## src/rgbhsv_pkg.sv

```systemverilog
// ----------------------------------------------------------------------------
// rgbhsv_pkg
// Shared types and constants of the RGB to HSV pixel converter.
// ----------------------------------------------------------------------------
package rgbhsv_pkg;

	typedef struct packed {
		logic [7:0] red;
		logic [7:0] green;
		logic [7:0] blue;
	} rgb_t;

	typedef struct packed {
		logic [7:0] hue;
		logic [7:0] saturation;
		logic [7:0] brightness;
	} hsv_t;

	// 255 * offset / 360 for the sector offsets 120, 240 and 360 degrees
	localparam logic [7:0] HUE_OFF_GREEN = 8'd85;
	localparam logic [7:0] HUE_OFF_BLUE  = 8'd170;
	localparam logic [7:0] HUE_OFF_WRAP  = 8'd255;

	// hue fraction = floor(85 * |delta| / (2 * d)), saturation = floor(255 * d / max)
	localparam int unsigned HUE_NUM_SCALE = 85;
	localparam int unsigned SAT_NUM_SCALE = 255;

	localparam int unsigned QUO_W      = 8;
	localparam int unsigned REM_W      = 16;
	localparam int unsigned DIVISOR_W  = 9;
	localparam int unsigned BITS_STAGE = 2;
	localparam int unsigned DIV_STAGES = QUO_W / BITS_STAGE;

endpackage

```

## src/hsv_stream_if.sv

```systemverilog
// ----------------------------------------------------------------------------
// hsv_stream_if
// Valid/ready stream channel carrying one payload beat per handshake.
// ----------------------------------------------------------------------------
interface hsv_stream_if #(
	parameter type T = logic
) ();

	logic valid;
	logic ready;
	T     data;

	modport source (output valid, output data, input ready);
	modport sink   (input valid, input data, output ready);

endinterface

```

## src/rgb_to_hsv_pixel.sv

```systemverilog
// ----------------------------------------------------------------------------
// rgb_to_hsv_pixel
// Converts 8-bit RGB pixels to 8-bit hue, saturation and value in a
// seven-stage pipeline with two restoring-division bits per division stage.
// ----------------------------------------------------------------------------
//  channel  dir  payload                        handshake
//  pixel    in   rgb_t {red, green, blue}       valid / ready
//  hsv      out  hsv_t {hue, saturation,        valid / ready
//                       brightness}
//
//  One pixel enters every cycle while no result waits at the output.
//  The two 8-bit quotients are resolved two bits per division stage.
//  arst_n clears the stage valid bits only; data registers are not reset.
//  The whole pipeline holds while a result waits at the output; pixel.ready
//  is high whenever the output register is empty or being drained.
// ----------------------------------------------------------------------------
module rgb_to_hsv_pixel
	import rgbhsv_pkg::*;
(
	input  logic  clk,
	input  logic  arst_n,
	hsv_stream_if.sink   pixel,
	hsv_stream_if.source hsv
);

	typedef struct packed {
		logic                 flat;
		logic                 neg;
		logic [7:0]           off;
		logic [7:0]           mx;
		logic [REM_W-1:0]     srem;
		logic [QUO_W-1:0]     sq;
		logic [7:0]           sdiv;
		logic [REM_W-1:0]     hrem;
		logic [QUO_W-1:0]     hq;
		logic [DIVISOR_W-1:0] hdiv;
	} div_stage_t;

	typedef struct packed {
		logic [REM_W-1:0] rem;
		logic             qbit;
	} div_step_t;

	function automatic div_step_t div_step(input logic [REM_W-1:0] rem,
			input logic [DIVISOR_W-1:0] dvs, input int unsigned sh);
		logic [REM_W:0] shifted;
		div_step_t      res;
		shifted = (REM_W+1)'(dvs) << sh;
		if ({1'b0, rem} >= shifted) begin
			res.rem  = rem - shifted[REM_W-1:0];
			res.qbit = 1'b1;
		end else begin
			res.rem  = rem;
			res.qbit = 1'b0;
		end
		return res;
	endfunction

	logic adv;

	// stage 1: max, min, sector
	logic       v_s1;
	logic       flat_s1, neg_s1;
	logic [7:0] off_s1, mx_s1, d_s1, mag_s1;

	// stage 2: numerators
	logic                 v_s2;
	logic                 flat_s2, neg_s2;
	logic [7:0]           off_s2, mx_s2;
	logic [REM_W-1:0]     sn_s2, hn_s2;
	logic [DIVISOR_W-1:0] hd_s2;

	// stages 3..6: division
	logic       dv_s [DIV_STAGES];
	div_stage_t dp_s [DIV_STAGES];

	// stage 7: output register
	logic v_s7;
	hsv_t res_s7;

	assign adv         = !v_s7 || hsv.ready;
	assign pixel.ready = adv;
	assign hsv.valid   = v_s7;
	assign hsv.data    = res_s7;

	// ---- stage 1 logic ----
	logic [7:0] r_c, g_c, b_c, mx_c, mn_c, d_c, mag_c, off_c;
	logic       neg_c;
	logic [8:0] delta_c;

	always_comb begin
		r_c  = pixel.data.red;
		g_c  = pixel.data.green;
		b_c  = pixel.data.blue;
		mx_c = (r_c > g_c) ? r_c : g_c;
		mx_c = (mx_c > b_c) ? mx_c : b_c;
		mn_c = (r_c < g_c) ? r_c : g_c;
		mn_c = (mn_c < b_c) ? mn_c : b_c;
		d_c  = mx_c - mn_c;
		// red wins ties, then green
		if (r_c == mx_c) begin
			delta_c = {1'b0, g_c} - {1'b0, b_c};
			off_c   = delta_c[8] ? HUE_OFF_WRAP : 8'd0;
		end else if (g_c == mx_c) begin
			delta_c = {1'b0, b_c} - {1'b0, r_c};
			off_c   = HUE_OFF_GREEN;
		end else begin
			delta_c = {1'b0, r_c} - {1'b0, g_c};
			off_c   = HUE_OFF_BLUE;
		end
		neg_c = delta_c[8];
		mag_c = neg_c ? 8'(-delta_c) : delta_c[7:0];
	end

	always_ff @(posedge clk or negedge arst_n) begin
		if (!arst_n) begin
			v_s1 <= 1'b0;
			v_s2 <= 1'b0;
			v_s7 <= 1'b0;
		end else if (adv) begin
			v_s1 <= pixel.valid;
			v_s2 <= v_s1;
			v_s7 <= dv_s[DIV_STAGES-1];
		end
	end

	always_ff @(posedge clk) begin
		if (adv) begin
			flat_s1 <= (d_c == 8'd0);
			neg_s1  <= neg_c;
			off_s1  <= off_c;
			mx_s1   <= mx_c;
			d_s1    <= d_c;
			mag_s1  <= mag_c;

			flat_s2 <= flat_s1;
			neg_s2  <= neg_s1;
			off_s2  <= off_s1;
			mx_s2   <= mx_s1;
			sn_s2   <= REM_W'(SAT_NUM_SCALE * d_s1);
			hn_s2   <= REM_W'(HUE_NUM_SCALE * mag_s1);
			hd_s2   <= {d_s1, 1'b0};
		end
	end

	// ---- division stages ----
	for (genvar k = 0; k < DIV_STAGES; k++) begin : g_div
		div_stage_t in_c, out_c;
		div_step_t  s_hi, s_lo, h_hi, h_lo;

		if (k == 0) begin : g_first
			always_comb begin
				in_c.flat = flat_s2;
				in_c.neg  = neg_s2;
				in_c.off  = off_s2;
				in_c.mx   = mx_s2;
				in_c.srem = sn_s2;
				in_c.sq   = '0;
				in_c.sdiv = mx_s2;
				in_c.hrem = hn_s2;
				in_c.hq   = '0;
				in_c.hdiv = hd_s2;
			end
			always_ff @(posedge clk or negedge arst_n) begin
				if (!arst_n) begin
					dv_s[k] <= 1'b0;
				end else if (adv) begin
					dv_s[k] <= v_s2;
				end
			end
		end else begin : g_next
			assign in_c = dp_s[k-1];
			always_ff @(posedge clk or negedge arst_n) begin
				if (!arst_n) begin
					dv_s[k] <= 1'b0;
				end else if (adv) begin
					dv_s[k] <= dv_s[k-1];
				end
			end
		end

		always_comb begin
			s_hi = div_step(in_c.srem, {1'b0, in_c.sdiv}, QUO_W - 1 - BITS_STAGE*k);
			s_lo = div_step(s_hi.rem, {1'b0, in_c.sdiv}, QUO_W - 2 - BITS_STAGE*k);
			h_hi = div_step(in_c.hrem, in_c.hdiv, QUO_W - 1 - BITS_STAGE*k);
			h_lo = div_step(h_hi.rem, in_c.hdiv, QUO_W - 2 - BITS_STAGE*k);
			out_c      = in_c;
			out_c.srem = s_lo.rem;
			out_c.sq   = {in_c.sq[QUO_W-3:0], s_hi.qbit, s_lo.qbit};
			out_c.hrem = h_lo.rem;
			out_c.hq   = {in_c.hq[QUO_W-3:0], h_hi.qbit, h_lo.qbit};
		end

		always_ff @(posedge clk) begin
			if (adv) begin
				dp_s[k] <= out_c;
			end
		end
	end

	// ---- output stage ----
	div_stage_t last_c;
	hsv_t       res_c;

	always_comb begin
		last_c = dp_s[DIV_STAGES-1];
		res_c.brightness = last_c.mx;
		if (last_c.flat) begin
			res_c.hue        = 8'd0;
			res_c.saturation = 8'd0;
		end else begin
			res_c.saturation = last_c.sq;
			// negative delta takes the ceiling of the fraction
			if (last_c.neg) begin
				res_c.hue = last_c.off - last_c.hq - {7'd0, |last_c.hrem};
			end else begin
				res_c.hue = last_c.off + last_c.hq;
			end
		end
	end

	always_ff @(posedge clk) begin
		if (adv) begin
			res_s7 <= res_c;
		end
	end

endmodule

```

## src/flat_wrapper.sv

```systemverilog
// flat-port wrapper written by rule: the top's interface ports become plain ports
module rgb_to_hsv_pixel_flat import rgbhsv_pkg::*;
  (clk, arst_n, pixel_valid, pixel_data, pixel_ready, hsv_valid, hsv_data, hsv_ready);
  hsv_stream_if #(.T(rgb_t)) pixel_i ();
  hsv_stream_if #(.T(hsv_t)) hsv_i ();
  input  logic clk;
  input  logic arst_n;
  input wire logic [$bits(pixel_i.valid)-1:0] pixel_valid;
  input wire logic [$bits(pixel_i.data)-1:0] pixel_data;
  output wire logic [$bits(pixel_i.ready)-1:0] pixel_ready;
  output wire logic [$bits(hsv_i.valid)-1:0] hsv_valid;
  output wire logic [$bits(hsv_i.data)-1:0] hsv_data;
  input wire logic [$bits(hsv_i.ready)-1:0] hsv_ready;
  assign pixel_i.valid = pixel_valid;
  assign pixel_i.data = pixel_data;
  assign pixel_ready = pixel_i.ready;
  assign hsv_valid = hsv_i.valid;
  assign hsv_data = hsv_i.data;
  assign hsv_i.ready = hsv_ready;
  rgb_to_hsv_pixel u_core (.clk(clk), .arst_n(arst_n), .pixel(pixel_i), .hsv(hsv_i));
endmodule
```

## config.mk

```make
export PLATFORM = sky130hd
export DESIGN_NAME = rgb_to_hsv_pixel_flat
export DESIGN_NICKNAME = d
export VERILOG_FILES = /design/src/rgbhsv_pkg.sv /design/src/hsv_stream_if.sv /design/src/rgb_to_hsv_pixel.sv /design/src/flat_wrapper.sv
export SDC_FILE = /design/constraint.sdc
export NUM_CORES = 1
export LEC_CHECK = 0
export ABC_CLOCK_PERIOD_IN_PS = 11900
export BUFFER_PORTS_ARGS = -buffer_cell sky130_fd_sc_hd__buf_4
export CORE_MARGIN = 3
export CORE_UTILIZATION = 55
export DETAILED_ROUTE_END_ITERATION = 12
export GPL_ROUTABILITY_DRIVEN = 0
export PLACE_DENSITY = 0.7
export SYNTH_ARGS = -nofsm -noshare
export SYNTH_HDL_FRONTEND = slang
export SYNTH_SLANG_ARGS = --single-unit
```

## constraint.sdc

```tcl
create_clock -name clk -period 11.9 [get_ports clk]
set_clock_uncertainty 0.15 [all_clocks]
set_input_delay 0.595 -clock clk [delete_from_list [all_inputs] [get_ports clk]]
set_output_delay 0.595 -clock clk [all_outputs]
set_load 0.05 [all_outputs]
```

==> results of run 1 <==
-- state kept, by name, indices dropped and copies added (netlist names), 2 cells and up --
signal / cells
u_core.dp_s: 221
u_core.hsv.data: 24
u_core.sn_s2: 16
u_core.hn_s2: 15
u_core.d_s1: 8
u_core.mag_s1: 8
u_core.mx_s1: 8
u_core.mx_s2: 8
u_core.hd_s2: 7
u_core.dv_s: 4
u_core.off_s1: 2
u_core.off_s2: 2
-- timing repair --
action	in CTS	in global routing
buffers inserted	0	0
hold buffers	1	0
setup endpoints to repair	0	0
endpoints found under the hold margin	7	0
-- cell families (layout without fill, tap and decap cells) --
family                     Yosys count  count (layout)  share of synthesized area (%)
adders and majority gates          313             313                           18.2
muxes                               85              85                           3.86
buffers and inverters              310             405                           4.96
xor gates and xnor gates           156             156                           5.78
DFF                                330             330                           41.8
and+or+nand+nor                    574             574                           12.2
AOI/OAI and AO/OA                  501             501                           13.1
-- stage by stage --
step | instance area [µm²] | worst slack [ns] | std cells | utilization, %
after floorplan | 23600 | 0.295 | 2269 | -
after CTS | 25900 | 5.62 | 2903 | 61.2
after global routing | 25900 | 5.01 | 2903 | 61.2
after global placement | 24600 | 5.64 | 2834 | 58.4
final | 25900 | 5.63 | 2903 | 61.2
after detailed placement | 24600 | 5.45 | 2834 | 58.4
-- layer usage --
layer / vias up / part of all wire, %
met4: 0 / 3.8
li1: 8271 / -
met5: - / 0
met3: 111 / 4.0
met2: 341 / 50
met1: 7652 / 42
-- worst max-delay path, delay by kind of cell (launching register included) --
family | cells | cell delay (ns)
buffers and inverters | 3 | 0.24
muxes | 1 | 0.32
and+or+nand+nor | 7 | 2.26
adders and majority gates | 3 | 0.84
AOI/OAI and AO/OA | 9 | 1.85
DFF | 1 | 0.44
-- placed cells by master, fill, tap and decap left out, types with 53 or more instances in the layout --
master | synthesis | routed
xnor2_1 | 97 | 97
nand2_1 | 143 | 143
xor2_1 | 59 | 59
buf_4 | 0 | 60
inv_1 | 273 | 273
o21ai_0 | 124 | 124
ha_1 | 259 | 259
nor2_1 | 142 | 142
a21oi_1 | 149 | 149
fa_1 | 53 | 53
edfxtp_1 | 323 | 323
-- worst paths after layout --
kind	start	end	slack [ns]
setup / recovery	u_core.dp_s[2][49]	u_core.dp_s[3][28]	5.63
hold / removal	pixel_valid	u_core.v_s1	0.15
setup reg to reg	u_core.dp_s[2][49]	u_core.dp_s[3][28]	5.63
hold reg to reg	u_core.dp_s[1][10]	u_core.dp_s[2][12]	0.26
max in group asynchronous	arst_n	u_core.dv_s[3]	11.22
min in group asynchronous	arst_n	u_core.v_s2	0.26
-- final cells by class --
cell class | instances | area [µm²]
Fill cell | 3310 | 16400
Multi-Input combinational cell | 1629 | 12600
Sequential cell | 330 | 9870
Clock buffer | 45 | 1040
Inverter | 275 | 1030
Tap cell | 539 | 674
Timing Repair Buffer | 62 | 480
Clock inverter | 23 | 161
==> flow_metrics.tcl, run 1 <==
set metrics [dict create \
    place_hpwl_um 36000 \
    cp_data_required_time_ns 12.11 \
    route.vias.total 16400 \
    core_region_area_mm2 0.0422 \
    ys_top_cells_by_count "edfxtp_1 (323), inv_1 (273), ha_1 (259)" \
    cts.clk_slew.worst_paths_ns 0.06 \
    root_buffer "clkbuf_16" \
    placement_rows 75 \
    slowest_delay_ns 0.72 \
    finalHoldWorstSlack_ns 0.145 \
    synth.area.top_cells "edfxtp_1 (41%), ha_1 (14%), fa_1 (4.5%)" \
    synth-seq-area-share_pct 41.8 \
    layout_worst_path_cycle_share_pct 52.7 \
    overall_track_demand_over_capacity_in_global_routing_pct 20.6 \
    drv.max_cap_violation_count 0 \
    critPathLaunchType "register" \
    grt_util_met2_pct 37.4 \
    nNetsFinal 2676 \
    die_y_um 213 \
    timing.critical_path.to_type "register" \
    synth_top_flop_cell "edfxtp_1" \
    yosysWarningCount 0 \
    path_common_cell "a21oi_1" \
    cts_tree "built" \
    globalRouteMet1Util_pct 24.5 \
    grt.met3_usage_pct 2.84 \
    global_route_hottest_layer "met2" \
    max-clock-path-buffers 3 \
    post-synth-top-area-cell "edfxtp_1" \
    critical_path_arrival_ns 6.48 \
    initial_core_utilization_pct 56.0 \
    finalWorstPathRequiredPeriod_ns 6.27 \
    detail_route.drc_violations 0 \
    grt_start_max_net_pins 148 \
    synthToLayoutAreaGrowth_pct 9.42 \
    hold_depth 2 \
    clock_latency_ns 0.55 \
    worst_pin_slew_ns 1.03 \
    drt-total-wl_um 45800 \
    critPathSlowestCell "nand4_1" \
    postSynth.asyncResetShare_pct 2.12 \
    status "completed" \
    wire_length_of_the_first_global_routing_pass_um 76800 \
    setup_total_negative_slack_ns 0 \
    htree_num_levels 2 \
    drtAntennaViolNets 0 \
    slew-limit-headroom_pct 29.4 \
    classification_of_the_worst_slack_hold_path "primary input to register" \
    die_area_mm2 0.0455 \
    wl_per_cell_um 15.8 \
    synthesis.area_mm2 0.0236 \
    worst_r2r_path_depth 23 \
    first_global_vias 16500 \
    cts_made_buffers 38 \
    crit_fanout 23 \
    synth_most_common_cell "edfxtp_1" \
    worst-setup-path-type "register to register" \
    post_cts.resized_instances 0 \
    via_per_inst 5.64 \
    synth_top_area_share_pct 41.0 \
    initialDrtViolationCount 972 \
    tritoncts_num_sinks 330 \
    final-hold-violation-count 0 \
    synthesized_instance_count 2269 \
    grt-ovfl-total 0 \
    synthDistinctLibCells 76 \
    ios 54 \
    antenna-diode-count 0 \
    setup_viol 0 \
    drt_pass1_iterations 5 \
    max_freq_mhz 159 \
    crit_chain "ha_1 -> inv_1 -> fa_1 -> a21o_1 -> a21oi_1 -> o21bai_1 -> a21oi_1 -> and3_1 -> inv_2 -> mux2_2 -> inv_1 -> ha_1 -> nor2b_1 -> o21a_1 -> o21ai_0 -> a21oi_1 -> o21ai_0 -> a21boi_0 -> nor4_1 -> nand4_1 -> nand2_1 -> nor4b_1 -> nor4_1" \
    final-max-slew-violation-count 0 \
    synth_enable_flop_cells 323 \
    grt_setup_unrepaired "no" \
    numPortBuffers 53 \
    antenna_violations_before_repair 0 \
    die_width_um 213 \
    final_layout_size_suffix_gt1_share_pct 8.33 \
    syn-num-nets 2609 \
    ys_seq_elements 330 \
    post_synthesis_mean_instance_area_um2 10.4 \
]
Power of run 1 is not shown: default switching activity piles up to over one toggle a cycle in this logic, so the estimate is an artifact.
==> run 2, diff against run 1 <==
Settings changed: ABC_CLOCK_PERIOD_IN_PS 11900 to 5400, PLACE_DENSITY 0.7 to 0.73.
Clock period 11.9 ns to 5.4 ns, I/O delays scaled along.
==> run 2 against run 1 <==
Non-clock buffer count up 77. Sequential cell count unchanged. Final cell count increased by 2.4%. Register-to-register slack lost 5.3 ns. Critical path type unchanged.
==> flow_metrics.tcl, run 2 (synthesis gave the netlist of run 1 again) <==
set metrics [dict create \
    detail_route.drc_violations 0 \
    ios 54 \
    drv.max_cap_violation_count 0 \
    grt-ovfl-total 0 \
    cts_tree "built" \
    final-hold-violation-count 0 \
    via_per_inst 5.71 \
    final_design_area_excluding_fillers_mm2 0.0265 \
    root_buffer "clkbuf_16" \
    max_freq_mhz 197 \
    core_region_area_mm2 0.0422 \
    timing.critical_path.to_type "register" \
    timing.rr.start "u_core.dp_s[2][19]" \
    sum_of_buffers_and_inverters_on_the_critical_path 3 \
    first_global_vias 17300 \
    cp_top_family "compound AO/OA/AOI/OAI gates" \
    antenna_violations_before_repair 0 \
    placed_cell_area_mm2 0.0252 \
    mostFrequentLayoutCell "edfxtp_1" \
    worst-setup-path-type "register to register" \
    cts_made_buffers 36 \
    final-max-slew-violation-count 0 \
    tritoncts_num_sinks 330 \
    max_reg_flops 221 \
    slowest_delay_ns 0.40 \
    cp_data_required_time_ns 5.52 \
    clock_latency_ns 0.55 \
    slew-limit-headroom_pct 53.5 \
    crit_fanout 7 \
    die_width_um 213 \
    die_area_mm2 0.0455 \
    status "completed" \
    drt-total-wl_um 48500 \
    wire_length_of_the_first_global_routing_pass_um 81100 \
    path_common_cell "a21oi_1" \
    drt_pass1_iterations 7 \
    die_y_um 213 \
    post-place-cells 2902 \
    critPathSlowestCell "fa_1" \
    overall_track_demand_over_capacity_in_global_routing_pct 21.7 \
    worst_pin_slew_ns 0.691 \
    nNetsFinal 2751 \
    placement_rows 75 \
    initialDrtViolationCount 1011 \
    critical_path_arrival_ns 5.20 \
    post_layout_nonfiller_instances 2972 \
    route.vias.total 17000 \
    wl_per_cell_um 16.3 \
    crit_chain "inv_1 -> ha_1 -> inv_1 -> fa_1 -> a21o_1 -> a21oi_2 -> o21bai_2 -> a21oi_1 -> and3_2 -> buf_4 -> mux2_2 -> ha_1 -> nor2b_1 -> o21ai_1 -> a21oi_1 -> o21ai_0 -> nand2b_1 -> a21o_1 -> a21oi_1 -> and2_1 -> nand2_1 -> nor4b_1 -> nor4_1" \
    cts.clk_slew.worst_paths_ns 0.06 \
    max-clock-path-buffers 3 \
    drtAntennaViolNets 0 \
    timing.critical_path.from "u_core.dp_s[2][19]" \
    antenna-diode-count 0 \
    htree_num_levels 2 \
    initial_core_utilization_pct 56.0 \
    holdCritStartpoint "pixel_data[7]" \
    place_hpwl_um 37500 \
    largest_register "u_core.dp_s" \
    layout_worst_path_cycle_share_pct 94.1 \
    finalWorstPathRequiredPeriod_ns 5.08 \
    numPortBuffers 53 \
    critPathLaunchType "register" \
    synthToLayoutAreaGrowth_pct 12.0 \
    most_used_cells_in_the_layout_excluding_fill_and_tap_cells "edfxtp_1 (323), inv_1 (273), ha_1 (259)" \
    final_layout_size_suffix_gt1_share_pct 11.6 \
    grt_start_max_net_pins 109 \
    setup_viol 0 \
    classification_of_the_worst_slack_hold_path "primary input to register" \
]
## run 2: cell types whose count changed in the layout (fill, tap and decap cells not counted), sizes merged
cell / previous run / this run
clkinv: 14 / 12
clkinvlp: 8 / 1
inv: 275 / 279
dlygate4sd3: 1 / 3
clkbuf: 45 / 40
bufinv: 1 / 3
buf: 61 / 136
## run 2: what timing repair did
| item | in CTS | in global routing |
|---|---|---|
| hold buffers | 3 | 0 |
| buffers inserted | 0 | 7 |
| gates resized for setup | 2 | 43 |
| pin swaps | 0 | 7 |
| endpoints found under the setup margin | 6 | 71 |
| cloned | 0 | 0 |
| endpoints found under the hold margin | 8 | 0 |
## run 2: final cells by class
cell class | instances | area (µm²)
Clock inverter | 20 | 191
Timing Repair Buffer | 139 | 1080
Fill cell | 3270 | 15800
Clock buffer | 40 | 937
Inverter | 275 | 1030
Tap cell | 539 | 674
Sequential cell | 330 | 9870
Multi-Input combinational cell | 1629 | 12700
## run 2: metal layers
| metal | up-vias | track usage, % | routed length [µm] |
|---|---|---|---|
| met4 | 0 | 7.45 | 1620 |
| met1 | 8028 | 26.1 | 20300 |
| met5 | - | 0 | 0 |
| met3 | 130 | 3.20 | 2140 |
| met2 | 404 | 39.6 | 24500 |
| li1 | 8420 | - | - |
## run 2: stage by stage
stage	utilization (%)	hold slack (ns)	setup TNS, ns	setup WS [ns]
2_1_floorplan	-	-0.176	0	0.0338
6_report	62.7	0.0443	0	0.320
3_3_place_gp	59.6	-0.0690	0	0.138
5_1_grt	62.7	0.0266	-0.256	-0.0733
4_1_cts	62.4	0.0172	0	0.0467
3_5_place_dp	59.6	-0.0637	-0.0669	-0.0422
## run 2: final timing paths
path | endpoint | slack, ns | cells after the start
setup / recovery | u_core.dp_s[3][28] | 0.32 | 23
hold / removal | u_core.mx_s1[7] | 0.04 | 2
setup reg to reg | u_core.dp_s[3][28] | 0.32 | 23
hold reg to reg | u_core.dp_s[0][82] | 0.25 | 0
max in group asynchronous | u_core.dv_s[3] | 4.32 | 3
min in group asynchronous | u_core.dv_s[2] | 0.54 | 3
Power of run 2 is left out for the same reason.
